==> config.mk <==
export PLATFORM = sky130hd
export DESIGN_NAME = midpoint_circle_span_generator_flat
export DESIGN_NICKNAME = d
export VERILOG_FILES = /design/src/rtl/mcsg_pkg.sv /design/src/rtl/mcsg_ifs.sv /design/src/rtl/mcsg_useq.sv /design/src/rtl/mcsg_dpath.sv /design/src/rtl/midpoint_circle_span_generator.sv /design/src/flat_wrapper.sv
export SDC_FILE = /design/constraint.sdc
export NUM_CORES = 1
export LEC_CHECK = 0
export ABC_AREA = 1
export ABC_CLOCK_PERIOD_IN_PS = 4100
export BUFFER_PORTS_ARGS = -buffer_cell sky130_fd_sc_hd__buf_4
export CAP_MARGIN = 20
export CELL_PAD_IN_SITES_DETAIL_PLACEMENT = 0
export CELL_PAD_IN_SITES_GLOBAL_PLACEMENT = 1
export CORE_AREA = 10 10 164 166
export CTS_BUF_LIST = sky130_fd_sc_hd__clkbuf_4
export CTS_CLUSTER_DIAMETER = 30
export DETAILED_ROUTE_END_ITERATION = 6
export DIE_AREA = 0 0 174 176
export GPL_TIMING_DRIVEN = 0
export PLACE_DENSITY = 0.73
export SLEW_MARGIN = 30
export SYNTH_ARGS = -nofsm -noshare
export SYNTH_HDL_FRONTEND = slang
export SYNTH_HIERARCHICAL = 1
export SYNTH_SLANG_ARGS = --single-unit
==> constraint.sdc <==
create_clock -name clk -period 4.1 [get_ports clk]
set_clock_uncertainty 0.05 [all_clocks]
set_input_delay 0.82 -clock clk [delete_from_list [all_inputs] [get_ports clk]]
set_output_delay 0.82 -clock clk [all_outputs]
set_load 0.03 [all_outputs]
==> src/rtl/mcsg_pkg.sv <==
// shared types, constants and the microcode table of the circle span generator
`default_nettype none

package mcsg_pkg;

  // defaults for the top level parameters
  localparam int MAX_RADIUS_DEF = 80;
  localparam int COORD_BITS_DEF = 11;

  // fixed field widths
  localparam int RADIUS_W = 7;
  localparam int WIDTH_W  = 8;

  // microcode address width and step names
  localparam int UC_AW = 1;
  localparam logic [UC_AW-1:0] STEP_FETCH = 1'b0;
  localparam logic [UC_AW-1:0] STEP_SPAN  = 1'b1;

  // what a step waits for before it completes
  typedef enum logic {
    WAIT_IN,
    WAIT_SLOT
  } wait_t;

  // branch condition tested when a step completes
  typedef enum logic {
    BR_NEVER,
    BR_MORE
  } br_t;

  typedef struct packed {
    logic             take_in;
    logic             emit;
    wait_t            wait_on;
    br_t              br;
    logic [UC_AW-1:0] nxt_hit;
    logic [UC_AW-1:0] nxt_miss;
  } uc_word_t;

  // sequencer to datapath
  typedef struct packed {
    logic load;
    logic fire;
  } dp_ctl_t;

  // datapath to sequencer
  typedef struct packed {
    logic slot_free;
    logic more;
  } dp_sts_t;

  // control store
  function automatic uc_word_t uc_rom(input logic [UC_AW-1:0] addr);
    uc_word_t w;
    case (addr)
      STEP_FETCH: begin
        w = '{take_in: 1'b1, emit: 1'b0, wait_on: WAIT_IN, br: BR_NEVER,
              nxt_hit: STEP_FETCH, nxt_miss: STEP_SPAN};
      end
      STEP_SPAN: begin
        w = '{take_in: 1'b0, emit: 1'b1, wait_on: WAIT_SLOT, br: BR_MORE,
              nxt_hit: STEP_SPAN, nxt_miss: STEP_FETCH};
      end
      default: begin
        w = '{take_in: 1'b1, emit: 1'b0, wait_on: WAIT_IN, br: BR_NEVER,
              nxt_hit: STEP_FETCH, nxt_miss: STEP_SPAN};
      end
    endcase
    return w;
  endfunction

endpackage

`default_nettype wire

==> src/rtl/mcsg_ifs.sv <==
// valid/ready channel interfaces for circles in and span sets out
`default_nettype none

interface mcsg_in_if
  import mcsg_pkg::*;
#(
  parameter int COORD_BITS = COORD_BITS_DEF
);
  logic                  valid;
  logic                  ready;
  logic [COORD_BITS-1:0] center_x;
  logic [COORD_BITS-1:0] center_y;
  logic [RADIUS_W-1:0]   radius;

  modport source (output valid, output center_x, output center_y, output radius,
                  input ready);
  modport sink   (input valid, input center_x, input center_y, input radius,
                  output ready);
endinterface

interface mcsg_out_if
  import mcsg_pkg::*;
#(
  parameter int COORD_BITS = COORD_BITS_DEF
);
  logic                       valid;
  logic                       ready;
  logic signed [COORD_BITS:0] outer_left;
  logic [WIDTH_W-1:0]         outer_width;
  logic [COORD_BITS:0]        outer_row_below;
  logic signed [COORD_BITS:0] outer_row_above;
  logic signed [COORD_BITS:0] inner_left;
  logic [WIDTH_W-1:0]         inner_width;
  logic [COORD_BITS:0]        inner_row_below;
  logic signed [COORD_BITS:0] inner_row_above;
  logic                       last_step;

  modport source (output valid, output outer_left, output outer_width,
                  output outer_row_below, output outer_row_above,
                  output inner_left, output inner_width,
                  output inner_row_below, output inner_row_above,
                  output last_step, input ready);
  modport sink   (input valid, input outer_left, input outer_width,
                  input outer_row_below, input outer_row_above,
                  input inner_left, input inner_width,
                  input inner_row_below, input inner_row_above,
                  input last_step, output ready);
endinterface

`default_nettype wire

==> src/rtl/mcsg_useq.sv <==
// microcode sequencer: step counter, control store lookup and branching
`default_nettype none

module mcsg_useq
  import mcsg_pkg::*;
(
  input  logic    clk,
  input  logic    rst_n,
  input  logic    in_valid,
  output logic    in_ready,
  input  dp_sts_t sts,
  output dp_ctl_t ctl
);

  logic [UC_AW-1:0] step_r;
  logic [UC_AW-1:0] step_nxt;
  uc_word_t         word;
  logic             go;
  logic             taken;

  assign word = uc_rom(step_r);

  always_comb begin
    case (word.wait_on)
      WAIT_IN:   go = in_valid;
      WAIT_SLOT: go = sts.slot_free;
      default:   go = 1'b0;
    endcase
    case (word.br)
      BR_NEVER: taken = 1'b0;
      BR_MORE:  taken = sts.more;
      default:  taken = 1'b0;
    endcase
    if (!go) begin
      step_nxt = step_r;
    end else if (taken) begin
      step_nxt = word.nxt_hit;
    end else begin
      step_nxt = word.nxt_miss;
    end
  end

  assign in_ready = word.take_in;
  assign ctl      = '{load: word.take_in & in_valid, fire: word.emit & sts.slot_free};

  always_ff @(posedge clk) begin
    if (!rst_n) begin
      step_r <= STEP_FETCH;
    end else begin
      step_r <= step_nxt;
    end
  end

`ifndef SYNTHESIS
  a_load_to_span: assert property (@(posedge clk) disable iff (!rst_n)
    ctl.load |=> step_r == STEP_SPAN)
    else $error("circle load did not move to the span step");
  a_last_to_fetch: assert property (@(posedge clk) disable iff (!rst_n)
    ctl.fire && !sts.more |=> step_r == STEP_FETCH)
    else $error("final span did not return to fetch");
  a_load_xor_fire: assert property (@(posedge clk) disable iff (!rst_n)
    !(ctl.load && ctl.fire))
    else $error("load and emit in the same cycle");
`endif

endmodule

`default_nettype wire

==> src/rtl/mcsg_dpath.sv <==
// datapath: octant recurrence registers, span arithmetic and output register
`default_nettype none

module mcsg_dpath
  import mcsg_pkg::*;
#(
  parameter int MAX_RADIUS = MAX_RADIUS_DEF,
  parameter int COORD_BITS = COORD_BITS_DEF
)
(
  input  logic                  clk,
  input  logic                  rst_n,
  input  dp_ctl_t               ctl,
  output dp_sts_t               sts,
  input  logic [COORD_BITS-1:0] in_center_x,
  input  logic [COORD_BITS-1:0] in_center_y,
  input  logic [RADIUS_W-1:0]   in_radius,
  mcsg_out_if.source            out_chan
);

  localparam int RAD_BITS = $clog2(MAX_RADIUS + 1);
  localparam int OCT_W    = RAD_BITS + 1;
  localparam int ERR_W    = RAD_BITS + 3;
  localparam int POS_W    = COORD_BITS + 1;
  localparam int CMP_W    = (RAD_BITS > RADIUS_W) ? RAD_BITS : RADIUS_W;

  logic [COORD_BITS-1:0]   cx_r;
  logic [COORD_BITS-1:0]   cy_r;
  logic signed [OCT_W-1:0] x_r;
  logic signed [OCT_W-1:0] y_r;
  logic signed [ERR_W-1:0] err_r;

  logic [CMP_W-1:0]        r_ext;
  logic [CMP_W-1:0]        r_sat;
  logic signed [OCT_W-1:0] r_oct;
  logic signed [OCT_W-1:0] x_nxt;
  logic signed [OCT_W-1:0] y_nxt;
  logic signed [ERR_W-1:0] err_nxt;
  logic signed [ERR_W-1:0] y1_e;
  logic signed [ERR_W-1:0] x1_e;
  logic signed [POS_W-1:0] cx_e;
  logic signed [POS_W-1:0] cy_e;
  logic signed [POS_W-1:0] x_e;
  logic signed [POS_W-1:0] y_e;

  logic                    out_valid_r;
  logic signed [POS_W-1:0] outer_left_r;
  logic [WIDTH_W-1:0]      outer_width_r;
  logic [POS_W-1:0]        outer_row_below_r;
  logic signed [POS_W-1:0] outer_row_above_r;
  logic signed [POS_W-1:0] inner_left_r;
  logic [WIDTH_W-1:0]      inner_width_r;
  logic [POS_W-1:0]        inner_row_below_r;
  logic signed [POS_W-1:0] inner_row_above_r;
  logic                    last_r;

  // radius saturation
  assign r_ext = CMP_W'(in_radius);
  assign r_sat = (r_ext > CMP_W'(MAX_RADIUS)) ? CMP_W'(MAX_RADIUS) : r_ext;
  assign r_oct = signed'(OCT_W'(r_sat));

  // one step of the recurrence
  always_comb begin
    y_nxt = y_r + OCT_W'(1);
    if (err_r[ERR_W-1]) begin
      x_nxt = x_r;
    end else begin
      x_nxt = x_r - OCT_W'(1);
    end
    y1_e = ERR_W'(y_nxt);
    x1_e = ERR_W'(x_nxt);
    if (err_r[ERR_W-1]) begin
      err_nxt = err_r + (y1_e <<< 1) + ERR_W'(1);
    end else begin
      err_nxt = err_r + ((y1_e - x1_e + ERR_W'(1)) <<< 1);
    end
  end

  assign cx_e = signed'({1'b0, cx_r});
  assign cy_e = signed'({1'b0, cy_r});
  assign x_e  = POS_W'(x_r);
  assign y_e  = POS_W'(y_r);

  assign sts = '{slot_free: !out_valid_r || out_chan.ready, more: (x_nxt >= y_nxt)};

  always_ff @(posedge clk) begin
    if (!rst_n) begin
      cx_r  <= '0;
      cy_r  <= '0;
      x_r   <= '0;
      y_r   <= '0;
      err_r <= '0;
    end else if (ctl.load) begin
      cx_r  <= in_center_x;
      cy_r  <= in_center_y;
      x_r   <= r_oct;
      y_r   <= '0;
      err_r <= ERR_W'(1) - ERR_W'(r_oct);
    end else if (ctl.fire) begin
      x_r   <= x_nxt;
      y_r   <= y_nxt;
      err_r <= err_nxt;
    end
    if (ctl.fire) begin
      outer_left_r      <= cx_e - x_e;
      outer_width_r     <= WIDTH_W'({x_r[RAD_BITS-1:0], 1'b0});
      outer_row_below_r <= cy_e + y_e;
      outer_row_above_r <= cy_e - y_e;
      inner_left_r      <= cx_e - y_e;
      inner_width_r     <= WIDTH_W'({y_r[RAD_BITS-1:0], 1'b0});
      inner_row_below_r <= cy_e + x_e;
      inner_row_above_r <= cy_e - x_e;
      last_r            <= !(x_nxt >= y_nxt);
    end
  end

  always_ff @(posedge clk) begin
    if (!rst_n) begin
      out_valid_r <= 1'b0;
    end else if (ctl.fire) begin
      out_valid_r <= 1'b1;
    end else if (out_chan.ready) begin
      out_valid_r <= 1'b0;
    end
  end

  assign out_chan.valid           = out_valid_r;
  assign out_chan.outer_left      = outer_left_r;
  assign out_chan.outer_width     = outer_width_r;
  assign out_chan.outer_row_below = outer_row_below_r;
  assign out_chan.outer_row_above = outer_row_above_r;
  assign out_chan.inner_left      = inner_left_r;
  assign out_chan.inner_width     = inner_width_r;
  assign out_chan.inner_row_below = inner_row_below_r;
  assign out_chan.inner_row_above = inner_row_above_r;
  assign out_chan.last_step       = last_r;

`ifndef SYNTHESIS
  a_octant_order: assert property (@(posedge clk) disable iff (!rst_n)
    ctl.fire |-> x_r >= y_r)
    else $error("span emitted outside the octant");
  a_load_init: assert property (@(posedge clk) disable iff (!rst_n)
    ctl.load |=> (y_r == '0) && (err_r == ERR_W'(1) - ERR_W'(x_r)))
    else $error("recurrence not initialised on load");
  a_last_flag: assert property (@(posedge clk) disable iff (!rst_n)
    ctl.fire && !sts.more |=> out_valid_r && last_r)
    else $error("final span not marked");
`endif

endmodule

`default_nettype wire

==> src/rtl/midpoint_circle_span_generator.sv <==
// top level of the midpoint circle span generator
`default_nettype none

// Accepts one circle per beat (center and radius, radius saturated to MAX_RADIUS)
// and produces one span-set beat per midpoint iteration, y = 0, 1, ... while
// x >= y, the final beat carrying last_step. Each beat holds the two wide spans
// (left edge center_x - x, width 2x, rows center_y +/- y) and the two narrow
// spans (left edge center_x - y, width 2y, rows center_y +/- x); left edges and
// upper rows are two's complement and may go negative. A circle is loaded in
// the fetch step, then one span beat is produced per cycle while the output is
// drained; a circle of radius r gives N beats, N being its iteration count
// (about r/sqrt(2) + 1; 57 iterations at radius 80). The span microword
// performs one recurrence step and one output register load per cycle while
// the output register has room. A new circle is taken while the final beat
// of the previous one still waits in the output register.
module midpoint_circle_span_generator
  import mcsg_pkg::*;
#(
  parameter int MAX_RADIUS = MAX_RADIUS_DEF,
  parameter int COORD_BITS = COORD_BITS_DEF
)
(
  input  logic        clk,
  input  logic        rst_n,
  mcsg_in_if.sink     in_chan,
  mcsg_out_if.source  out_chan
);

  // control word decoded by the sequencer towards the datapath
  dp_ctl_t ctl;
  // slot and loop status back from the datapath
  dp_sts_t sts;
  logic    in_ready;

  // the step counter walks a two-word program: fetch a circle, then loop on
  // the span word until the recurrence leaves the octant
  mcsg_useq u_useq (
    .clk      (clk),
    .rst_n    (rst_n),
    .in_valid (in_chan.valid),
    .in_ready (in_ready),
    .sts      (sts),
    .ctl      (ctl)
  );

  // ready comes straight from the fetch microword
  assign in_chan.ready = in_ready;

  // octant registers, span adders and the output register
  mcsg_dpath #(
    .MAX_RADIUS (MAX_RADIUS),
    .COORD_BITS (COORD_BITS)
  ) u_dpath (
    .clk         (clk),
    .rst_n       (rst_n),
    .ctl         (ctl),
    .sts         (sts),
    .in_center_x (in_chan.center_x),
    .in_center_y (in_chan.center_y),
    .in_radius   (in_chan.radius),
    .out_chan    (out_chan)
  );

endmodule

`default_nettype wire
==> src/flat_wrapper.sv <==
// flat-port wrapper written by rule: the top's interface ports become plain ports
module midpoint_circle_span_generator_flat import mcsg_pkg::*;
#(
  parameter int MAX_RADIUS = MAX_RADIUS_DEF,
  parameter int COORD_BITS = COORD_BITS_DEF
)
  (clk, rst_n, in_chan_valid, in_chan_center_x, in_chan_center_y, in_chan_radius, in_chan_ready, out_chan_valid, out_chan_outer_left, out_chan_outer_width, out_chan_outer_row_below, out_chan_outer_row_above, out_chan_inner_left, out_chan_inner_width, out_chan_inner_row_below, out_chan_inner_row_above, out_chan_last_step, out_chan_ready);
  mcsg_in_if #(.COORD_BITS(COORD_BITS)) in_chan_i ();
  mcsg_out_if #(.COORD_BITS(COORD_BITS)) out_chan_i ();
  input  logic clk;
  input  logic rst_n;
  input wire logic [$bits(in_chan_i.valid)-1:0] in_chan_valid;
  input wire logic [$bits(in_chan_i.center_x)-1:0] in_chan_center_x;
  input wire logic [$bits(in_chan_i.center_y)-1:0] in_chan_center_y;
  input wire logic [$bits(in_chan_i.radius)-1:0] in_chan_radius;
  output wire logic [$bits(in_chan_i.ready)-1:0] in_chan_ready;
  output wire logic [$bits(out_chan_i.valid)-1:0] out_chan_valid;
  output wire logic [$bits(out_chan_i.outer_left)-1:0] out_chan_outer_left;
  output wire logic [$bits(out_chan_i.outer_width)-1:0] out_chan_outer_width;
  output wire logic [$bits(out_chan_i.outer_row_below)-1:0] out_chan_outer_row_below;
  output wire logic [$bits(out_chan_i.outer_row_above)-1:0] out_chan_outer_row_above;
  output wire logic [$bits(out_chan_i.inner_left)-1:0] out_chan_inner_left;
  output wire logic [$bits(out_chan_i.inner_width)-1:0] out_chan_inner_width;
  output wire logic [$bits(out_chan_i.inner_row_below)-1:0] out_chan_inner_row_below;
  output wire logic [$bits(out_chan_i.inner_row_above)-1:0] out_chan_inner_row_above;
  output wire logic [$bits(out_chan_i.last_step)-1:0] out_chan_last_step;
  input wire logic [$bits(out_chan_i.ready)-1:0] out_chan_ready;
  assign in_chan_i.valid = in_chan_valid;
  assign in_chan_i.center_x = in_chan_center_x;
  assign in_chan_i.center_y = in_chan_center_y;
  assign in_chan_i.radius = in_chan_radius;
  assign in_chan_ready = in_chan_i.ready;
  assign out_chan_valid = out_chan_i.valid;
  assign out_chan_outer_left = out_chan_i.outer_left;
  assign out_chan_outer_width = out_chan_i.outer_width;
  assign out_chan_outer_row_below = out_chan_i.outer_row_below;
  assign out_chan_outer_row_above = out_chan_i.outer_row_above;
  assign out_chan_inner_left = out_chan_i.inner_left;
  assign out_chan_inner_width = out_chan_i.inner_width;
  assign out_chan_inner_row_below = out_chan_i.inner_row_below;
  assign out_chan_inner_row_above = out_chan_i.inner_row_above;
  assign out_chan_last_step = out_chan_i.last_step;
  assign out_chan_i.ready = out_chan_ready;
  midpoint_circle_span_generator #(.MAX_RADIUS(MAX_RADIUS), .COORD_BITS(COORD_BITS)) u_core (.clk(clk), .rst_n(rst_n), .in_chan(in_chan_i), .out_chan(out_chan_i));
endmodule
==> reports/summary.txt, run 1 <==
die width -> 174 um
Post-Syn Area -> 9350 um^2
Worst Hold Launch -> u_core/u_dpath/out_chan.valid
Max Freq -> 264 MHz
Pins Over Slew Limit -> 0
Pleak -> 0.00526 uW
pre-CTS setup slack -> -0.542 ns
Post-route DRC -> 0
Area Growth Syn to Fin -> 19.3%
clock period minus worst slack -> 3.79 ns
worst slew pin tran -> 0.616 ns
worst-path maximum fanout -> 7
clock transition at the registers of the reported paths -> 0.13 ns
type of the worst setup path -> reg2reg
Final Instance Area -> 11,200 um^2
syn_area_per_cell -> 8.56 um^2
Die Ht -> 176 um
final wirelength -> 27,100 um
peak supply drop -> 0.804 mV
Root Buffer -> clkbuf_4
register bit total from synthesis -> 135
GR Overflow Total -> 0
Worst Reg2Reg Path Length in Cells -> 20
via total after detailed routing -> 7,809
Crit. End Element -> flip-flop
Req. time, crit path -> 4.54 ns
row cnt -> 57
hold endpoint -> u_core/u_dpath/out_chan.valid
Setup crit start kind -> flip-flop
commonest non-fill, non-tap cells in the layout -> nand2_1, buf_4, inv_1
Post-Synthesis Cells -> 1,093
GRT Overall Usage -> 0.175
number of global-route vias before repair -> 7,629
non-filler cells, final -> 1,588
Worst-Skew Late Latency -> 0.55 ns
reg2reg end -> u_core/u_dpath/err_r[9]
Reg2Reg Setup Slack -> 0.31 ns
largest net degree at the start of global routing -> 50
CORE AREA -> 23,800 um^2
Final WS setup -> 0.311 ns
die area -> 30,600 um^2
sequential area share after synthesis -> 0.380
DP Area -> 10,700 um^2
Final Setup Violations -> 0
Fill cells -> 2,428
Max clock buf depth -> 2
first-pass GRT wire length -> 42,300 um
wire length per cell -> 17.1 um
IO buf count -> 120
Placed Cells -> 1,539
CTS Hold Bufs -> 0
R2R Path Start -> u_core/u_dpath/y_r[1]
share of layout cells above drive strength 1 -> 0.192
drt via density -> 4.92
Power Density -> 933 nW/um^2
commonest non-fill, non-tap cell in the layout -> nand2_1
total CTS buffers -> 17
detailed router's first-iteration violation count -> 487
ANT nets after route -> 0
slew margin rel. -> 0.589
Max Cap Viol -> 0
status -> complete, no violations
Hold Path Cell Cnt -> 2
CTS tree -> yes
H-tree Lvls -> 4
first-pass iteration count of the detailed router -> 5
GPL Wtd Cong -> 0.903
Min-Delay Path Class -> reg2reg
final hold vios -> 0
Synth cell types -> 48
clock sinks -> 135
# IOs -> 124
initial antenna violation count -> 1
RSZ-0062 raised after global routing -> no
final net count -> 1,400
Arr. time, crit path -> 4.23 ns
Final period util -> 0.924
HPWL after DPL -> 22,000 um
Initial Util -> 0.393
Synth Warn # -> 6
sequential cells by signal, indices dropped and copies added (netlist names):
name	flops
u_core/u_dpath/y_r	8
u_core/u_dpath/out_chan.inner_left	12
u_core/u_dpath/out_chan.outer_row_above	11
u_core/u_dpath/cx_r	11
u_core/u_dpath/out_chan.outer_width	7
u_core/u_dpath/out_chan.inner_row_below	12
u_core/u_dpath/out_chan.inner_row_above	11
u_core/u_dpath/x_r	8
u_core/u_dpath/out_chan.inner_width	7
u_core/u_dpath/out_chan.last_step	1
u_core/u_useq/step_r	1
u_core/u_dpath/out_chan.outer_left	12
u_core/u_dpath/err_r	10
u_core/u_dpath/out_chan.outer_row_below	12
u_core/u_dpath/out_chan.valid	1
u_core/u_dpath/cy_r	11
logic make-up (layout without fill, tap and decap cells):
kind of cell / after synthesis / after routing / synth area share
simple gates: 339 / 339 / 0.157
compound gates: 241 / 241 / 0.146
buf+inv: 181 / 350 / 0.0783
flops: 135 / 135 / 0.380
fa+ha+maj: 117 / 117 / 0.164
xor+xnor: 79 / 79 / 0.0748
other cells: 1 / 3 / 0.000401
stage by stage:
step           setup TNS [ns]  hold slack (ns)   util  total power [uW]
2_1_floorplan               0            0.406      -              7520
3_3_place_gp           -17.73            0.444  0.448              9450
3_5_place_dp            -1.12            0.442  0.449              9490
4_1_cts                     0            0.415  0.460             10300
5_1_grt                     0            0.413  0.469             11400
6_report                    0            0.452  0.469             10400
worst max-delay path by stage:
stage	slack (ns)	end	depth (start not counted)	from
6_report	0.31	u_core/u_dpath/err_r[9]	20	u_core/u_dpath/y_r[1]
5_1_grt	0.02	u_core/u_dpath/err_r[9]	21	u_core/u_dpath/x_r[1]
4_1_cts	0.05	u_core/u_dpath/err_r[9]	21	u_core/u_dpath/x_r[1]
3_5_place_dp	-0.54	u_core/u_dpath/err_r[9]	21	u_core/u_dpath/x_r[1]
3_3_place_gp	-0.93	u_core/u_dpath/err_r[1]	12	out_chan_ready
2_1_floorplan	0.24	u_core/u_dpath/err_r[9]	22	u_core/u_dpath/x_r[1]
final cells by class:
class / instances / area (um^2) / area share
Buffer: 26 / 150 / 0.0134
Clock inverter: 14 / 87.6 / 0.00785
Clock buffer: 18 / 135 / 0.0121
Sequential cell: 135 / 3570 / 0.320
Antenna cell: 1 / 2.50 / 0.000224
Timing Repair Buffer: 137 / 1050 / 0.0939
Inverter: 155 / 593 / 0.0531
Multi-Input combinational cell: 778 / 5170 / 0.463
Tap cell: 324 / 405 / 0.0363
cells in the mapped netlist, drive strengths merged:
| library cell | n | area share |
|---|---|---|
| nand3b | 2 | 0.0016 |
| buf | 16 | 0.011 |
| nor3 | 22 | 0.015 |
| clkbuf | 10 | 0.0051 |
| edfxtp | 85 | 0.27 |
| o31ai | 6 | 0.0048 |
| o2111ai | 6 | 0.0056 |
| or2 | 1 | 0.00067 |
| xor2 | 69 | 0.065 |
| o21a | 1 | 0.00080 |
| o21bai | 10 | 0.0080 |
| inv | 154 | 0.062 |
| a221oi | 2 | 0.0019 |
| a21oi | 106 | 0.060 |
| o221ai | 2 | 0.0019 |
| o21ai | 87 | 0.049 |
| ha | 108 | 0.14 |
| a21boi | 2 | 0.0016 |
| nor2 | 102 | 0.043 |
| o211ai | 1 | 0.00080 |
| nand4 | 8 | 0.0054 |
| clkinv | 1 | 0.00040 |
| fa | 9 | 0.019 |
| a22oi | 2 | 0.0016 |
| nand2 | 155 | 0.063 |
| conb | 1 | 0.00040 |
| o22ai | 3 | 0.0020 |
| xnor2 | 10 | 0.0094 |
| nand3 | 49 | 0.028 |
| dfxtp | 50 | 0.11 |
| a21o | 2 | 0.0016 |
| a31oi | 11 | 0.0074 |
routing by layer:
layer | global-route usage | vias up | share of wire
met3 | 0.0305 | 33 | 0.041
li1 | - | 4000 | -
met4 | 0.0527 | 0 | 0.022
met5 | 0 | - | 0
met1 | 0.220 | 3603 | 0.46
met2 | 0.300 | 173 | 0.48
worst max-delay path: stages, from the launching register on:
cell	delay [ns]
dfxtp_4	0.44
ha_1	0.20
nand3_1	0.14
nor2_1	0.13
nand2_1	0.09
xor2_2	0.26
inv_2	0.14
ha_1	0.34
ha_1	0.36
inv_1	0.06
o21bai_1	0.16
xor2_1	0.24
ha_1	0.29
a21oi_1	0.14
a21boi_1	0.16
nand2_1	0.08
nand3_1	0.08
nand3_1	0.10
nand2_1	0.08
nand2_1	0.06
a21oi_2	0.11
repair_timing:
action	CTS	global route
setup buffers	1	15
hold endpoints to repair	0	0
pin swaps	0	5
resized for setup	12	19
setup endpoints to repair	3	3
report_power, final:
group	internal, uW	switching (uW)
Sequential	2270	334
Combinational	2610	4440
Clock	237	523
Total	5120	5300
No activity file was read; power rests on OpenSTA's default activity.
==> run 2, diff against run 1 <==
--- a/config.mk
+++ b/config.mk
@@ -9,5 +9,4 @@
 export ABC_CLOCK_PERIOD_IN_PS = 4100
 export BUFFER_PORTS_ARGS = -buffer_cell sky130_fd_sc_hd__buf_4
-export CAP_MARGIN = 20
 export CELL_PAD_IN_SITES_DETAIL_PLACEMENT = 0
 export CELL_PAD_IN_SITES_GLOBAL_PLACEMENT = 1
==> constraint.sdc (replaced) <==
create_clock -name clk -period 4.1 [get_ports clk]
set_clock_uncertainty 0.05 [all_clocks]
set_input_delay 0.205 -clock clk [delete_from_list [all_inputs] [get_ports clk]]
set_output_delay 0.205 -clock clk [all_outputs]
set_load 0.03 [all_outputs]
==> run 2 against run 1 <==
Against the previous run:
- flip-flop and latch count unchanged
- first-iteration DRC count increased by 2.1%
- sequential share of layout area fell by 0.84 points
- non-clock buffer count increased by 30
- register-to-register slack is essentially flat
- power rose by 0.28%
- via count up 1.3%
- global-route usage increased by 0.22 points
- critical endpoint unchanged
==> reports/summary.txt, run 2 (synthesis gave the netlist of run 1 again) <==
row cnt -> 57 (unchanged)
largest net degree at the start of global routing -> 50 (unchanged)
Pins Over Slew Limit -> 0 (unchanged)
final net count -> 1,430 (+2.1%)
type of the worst setup path -> reg2reg
GRT met3 Usage -> 0.0301 (-0.000427)
Final Instance Area -> 11,500 um^2 (+2.7%)
register area -> 3570 um^2 (unchanged)
commonest non-fill, non-tap cell in the layout -> nand2_1
detailed router's first-iteration violation count -> 497 (+2.1%)
peak supply drop -> 0.804 mV (about the same)
multi-input logic area -> 5170 um^2 (unchanged)
Min-Delay Path Class -> in2reg
Worst-Skew Late Latency -> 0.55 ns (about the same)
wire length per cell -> 17.0 um (-0.64%)
Tot Pwr -> 10,400 uW (+0.28%)
drt via density -> 4.89 (-0.61%)
share of layout cells above drive strength 1 -> 0.188 (-0.00446)
clock transition at the registers of the reported paths -> 0.13 ns (about the same)
CP peak stage delay -> 0.44 ns (about the same)
Final period util -> 0.925 (about the same)
met1 Track Usage GR -> 0.223 (+0.00210)
via total after detailed routing -> 7,908 (+1.3%)
Area Growth Syn to Fin -> 22.6%
die width -> 174 um (unchanged)
Max clock buf depth -> 2 (unchanged)
non-filler cells, final -> 1,618 (+1.9%)
GPL Wtd Cong -> 0.903 (unchanged)
Post-route DRC -> 0 (unchanged)
GR Overflow Total -> 0 (unchanged)
Arr. time, crit path -> 4.23 ns (about the same)
CP max stage cell -> dfxtp_4
die area -> 30,600 um^2 (unchanged)
Final WS setup -> 0.309 ns (-0.00185 ns)
initial antenna violation count -> 1 (unchanged)
DP Area -> 10,700 um^2 (unchanged)
CP cell instances -> ha_1 -> nand3_1 -> nor2_1 -> nand2_1 -> xor2_2 -> inv_2 -> ha_1 -> ha_1 -> inv_1 -> o21bai_1 -> xor2_1 -> ha_1 -> a21oi_1 -> a21boi_1 -> nand2_1 -> nand3_1 -> nand3_1 -> nand2_1 -> nand2_1 -> a21oi_2
CORE AREA -> 23,800 um^2 (unchanged)
Max Cap Viol -> 0 (unchanged)
Die Ht -> 176 um (unchanged)
HPWL after DPL -> 22,000 um (unchanged)
CP top delay family -> adder cells
H-tree Lvls -> 4 (unchanged)
number of global-route vias before repair -> 7,753 (+1.6%)
# IOs -> 124 (unchanged)
worst-path maximum fanout -> 7 (unchanged)
Power Density -> 911 nW/um^2 (-2.3%)
met2 usage -> 0.306 (+0.00547)
first-pass GRT wire length -> 43,000 um (+1.5%)
clock period minus worst slack -> 3.79 ns (+0.00185 ns)
slew margin rel. -> 0.586 (-0.00356)
RSZ-0062 raised after global routing -> no
clock sinks -> 135 (unchanged)
worst slew pin tran -> 0.622 ns (+0.00534 ns)
status -> complete, no violations
Placed Cells -> 1,539 (unchanged)
Max Freq -> 264 MHz (about the same)
worst hold margin -> 0.0465 ns (-0.406 ns)
ANT nets after route -> 0 (unchanged)
Initial Util -> 0.393 (unchanged)
Req. time, crit path -> 4.54 ns (about the same)
Fill cells -> 2,401 (-1.1%)
pre-CTS setup slack -> -0.542 ns (unchanged)
commonest non-fill, non-tap cells in the layout -> nand2_1, buf_4, inv_1
Final Setup Violations -> 0 (unchanged)
total CTS buffers -> 17 (unchanged)
GR peak layer -> met2
CTS tree -> yes
Setup crit start kind -> flip-flop
Pleak -> 0.00539 uW (+2.4%)
Crit path buffers/inverters -> 2 (unchanged)
Root Buffer -> clkbuf_4
final wirelength -> 27,500 um (+1.2%)
Crit. End Element -> flip-flop
GRT Overall Usage -> 0.177 (+0.00219)
IO buf count -> 120 (unchanged)
final hold vios -> 0 (unchanged)
first-pass iteration count of the detailed router -> 5 (unchanged)
[run 2: cell types whose count changed in the layout (fill, tap and decap cells not counted), sizes merged]
cell,change
dlygate4sd3,+30
[run 2: layout make-up]
class,count,share of cell area
repair buffers,167,0.118
flip-flops and latches,135,0.312
plain buffers,26,0.0131
clock buffers,18,0.0118
diodes,1,0.000218
clock inverters,14,0.00764
multi-input cells,778,0.451
inverters,155,0.0517
well taps,324,0.0354
[run 2: metrics by stage]
step                utilization  TNS [ns]
finish                    0.481         0
global route              0.481         0
CTS                       0.473         0
detailed placement        0.449     -1.12
global placement          0.448     -3.14
floorplan                     -         0
[run 2: worst paths after layout]
check                                 from  cells after the start                            end  slack [ns]
max reg2reg          u_core/u_dpath/y_r[1]                     20        u_core/u_dpath/err_r[9]        0.31
max                  u_core/u_dpath/y_r[1]                     20        u_core/u_dpath/err_r[9]        0.31
min                      in_chan_radius[3]                      6        u_core/u_dpath/err_r[5]        0.05
min reg2reg  u_core/u_dpath/out_chan.valid                      2  u_core/u_dpath/out_chan.valid        0.45
[run 2: tightest hold or removal path, delay by kind of cell]
kind | cells | cell delay, ns
AO/OA/AOI/OAI | 2 | 0.15
buffers and inverters | 3 | 0.18
AND/OR/NAND/NOR | 1 | 0.09
[run 2: power breakdown]
group	leakage (uW)	internal (uW)	switching (uW)
combinational	0.00404	2630	4450
sequential	0.00123	2270	337
clock	0.000115	237	523
total	0.00539	5140	5310
[run 2: what timing repair did]
| action | 4_1_cts | 5_1_grt |
|---|---|---|
| hold buffers | 30 | 0 |
| gates cloned | 0 | 0 |
| endpoints found under the hold margin | 29 | 0 |
| resized for setup | 12 | 19 |
| setup buffers | 1 | 15 |
| endpoints found under the setup margin | 3 | 3 |
| pin swaps | 0 | 5 |
[run 2: metal layers]
metal  wire length (um)  part of all wire
met1              12500              0.45
met5                  0                 0
met4                507             0.018
met2              13400              0.49
met3               1120             0.041
==> run 3, diff against run 2 <==
- CORE_AREA: 10 10 164 166 -> 10 10 163 165
- DIE_AREA: 0 0 174 176 -> 0 0 173 175
- PLACE_DENSITY: 0.73 -> 0.74
==> run 3 against run 2 <==
Against the previous run:
- design area up 0.34%
- hold slack better by 0.028 ns
- maximum frequency shrank 0.53%
- sequential power barely moved
- critical path depth up 1
- critical endpoint unchanged
- first-iteration DRC count fell by 5.4%
- non-clock buffer count decreased by 8
- power is 1.8% higher
==> reports/summary.txt, run 3 (synthesis gave the netlist of run 1 again) <==
Final WS setup -> 0.289 ns (-0.0204 ns)
first-pass GRT wire length -> 43,100 um (+0.27%)
peak supply drop -> 0.885 mV (+10%)
IO buf count -> 120 (unchanged)
Power Density -> 924 nW/um^2 (+1.5%)
GRT Overall Usage -> 0.178 (+0.00127)
Min-Delay Path Class -> in2reg
ANT nets after route -> 0 (unchanged)
Setup crit start kind -> flip-flop
clock period minus worst slack -> 3.81 ns (+0.0204 ns)
row cnt -> 56 (-1.8%)
wire length per cell -> 17.0 um (+0.38%)
Area Growth Syn to Fin -> 23.0%
Max Cap Viol -> 0 (unchanged)
Pleak -> 0.00540 uW (+0.22%)
worst-path maximum fanout -> 6 (-1)
Req. time, crit path -> 4.54 ns (about the same)
detailed router's first-iteration violation count -> 470 (-5.4%)
Final Util -> 0.494 (+0.0132)
final net count -> 1,422 (-0.56%)
commonest non-fill, non-tap cell in the layout -> nand2_1
die width -> 173 um (-0.57%)
via total after detailed routing -> 7,935 (+0.34%)
largest net degree at the start of global routing -> 53 (+6.0%)
Routed met3 length -> 987 um (-12%)
HPWL after DPL -> 21,800 um (-0.79%)
GPL Wtd Cong -> 0.897 (-0.66%)
Post-route DRC -> 0 (unchanged)
WL met2 -> 13,500 um (+1.2%)
pre-CTS setup slack -> -0.516 ns (+0.0262 ns)
worst hold margin -> 0.0742 ns (+0.0277 ns)
Crit. End Element -> flip-flop
worst slew pin tran -> 0.577 ns (-0.0443 ns)
die area -> 30,300 um^2 (-1.1%)
clock transition at the registers of the reported paths -> 0.13 ns (about the same)
top routing layer used -> met4
drt via density -> 4.94 (+1.2%)
Arr. time, crit path -> 4.25 ns (+0.02 ns)
type of the worst setup path -> reg2reg
number of global-route vias before repair -> 7,826 (+0.94%)
Root Buffer -> clkbuf_4
initial antenna violation count -> 1 (unchanged)
share of layout cells above drive strength 1 -> 0.181 (-0.00739)
final wirelength -> 27,400 um (-0.43%)
total CTS buffers -> 17 (unchanged)
final hold vios -> 0 (unchanged)
H-tree Lvls -> 4 (unchanged)
Placed Cells -> 1,534 (-0.32%)
Worst-Skew Late Latency -> 0.54 ns (about the same)
Fill cells -> 2,334 (-2.8%)
Die Ht -> 175 um (-0.57%)
status -> complete, no violations
setup TNS -> 0 ns (unchanged)
CORE AREA -> 23,300 um^2 (-2.3%)
slew margin rel. -> 0.615 (+0.0295)
Max Freq -> 262 MHz (-0.53%)
non-filler cells, final -> 1,605 (-0.80%)
Max clock buf depth -> 2 (unchanged)
RSZ-0062 raised after global routing -> no
clock sinks -> 135 (unchanged)
GR Overflow Total -> 0 (unchanged)
Final Setup Violations -> 0 (unchanged)
# IOs -> 124 (unchanged)
Final period util -> 0.930 (+0.00497)
Initial Util -> 0.402 (+0.00942)
CTS tree -> yes
commonest non-fill, non-tap cells in the layout -> nand2_1, inv_1, buf_4
Pins Over Slew Limit -> 0 (unchanged)
WL met1 -> 12,500 um (about the same)
first-pass iteration count of the detailed router -> 5 (unchanged)
[run 3: area by class of cell]
class                           count  area (um^2)  area share
Antenna cell                        1         2.50    0.000218
Buffer                             26          150      0.0131
Clock buffer                       18          135      0.0117
Clock inverter                     14          200      0.0174
Inverter                          155          593      0.0516
Multi-Input combinational cell    778         5160       0.449
Sequential cell                   135         3570       0.310
Tap cell                          319          399      0.0347
Timing Repair Buffer              159         1290       0.112
[run 3: power by group]
group | switching (uW) | total (uW) | internal [uW]
combinational | 4410 | 6980 | 2570
clock | 537 | 1030 | 496
sequential | 346 | 2620 | 2270
[run 3: path summary, 6_finish.rpt]
path / to / depth (start not counted) / start / slack [ns]
worst max-delay path: u_core/u_dpath/err_r[9] / 21 / u_core/u_dpath/x_r[1] / 0.29
worst min-delay path: u_core/u_dpath/err_r[5] / 6 / in_chan_radius[3] / 0.07
worst max register to register: u_core/u_dpath/err_r[9] / 21 / u_core/u_dpath/x_r[1] / 0.29
worst min register to register: u_core/u_dpath/out_chan.valid / 2 / u_core/u_dpath/out_chan.valid / 0.46
[run 3: stage by stage]
step | cell area (um^2) | power, uW
final | 11500 | 10600
after global routing | 11500 | 11600
after CTS | 11400 | 10600
after detailed placement | 10700 | 9480
after global placement | 10700 | 9450
after floorplan | 9360 | 7520
[run 3: critical path: stages (launching register included)]
cell and delay [ns]:
dfxtp_4 0.41, clkinvlp_4 0.12, ha_1 0.22, nand4_1 0.13
xor2_1 0.25, inv_1 0.12, ha_1 0.34, ha_4 0.31
nand3_1 0.09, o21ai_2 0.18, a21oi_1 0.09, o21bai_1 0.16
xor2_1 0.21, ha_1 0.29, a21oi_1 0.15, a21boi_2 0.16
nand2_1 0.07, nand3_1 0.08, nand3_1 0.10, nand2_1 0.07
nand2_1 0.06, a21oi_2 0.11
[run 3: repair_timing]
| action | CTS | global route |
|---|---|---|
| endpoints found under the hold margin | 31 | 0 |
| hold buffers | 31 | 0 |
| gates resized for setup | 8 | 19 |
| pin swaps | 0 | 5 |
| endpoints found under the setup margin | 3 | 3 |
| gates cloned | 0 | 0 |
| buffers inserted | 0 | 7 |
[run 3: metal layers]
layer	vias up	global-route usage
met4	0	0.0521
met3	22	0.0300
met1	3686	0.222
met2	176	0.310
li1	4051	-
met5	-	0
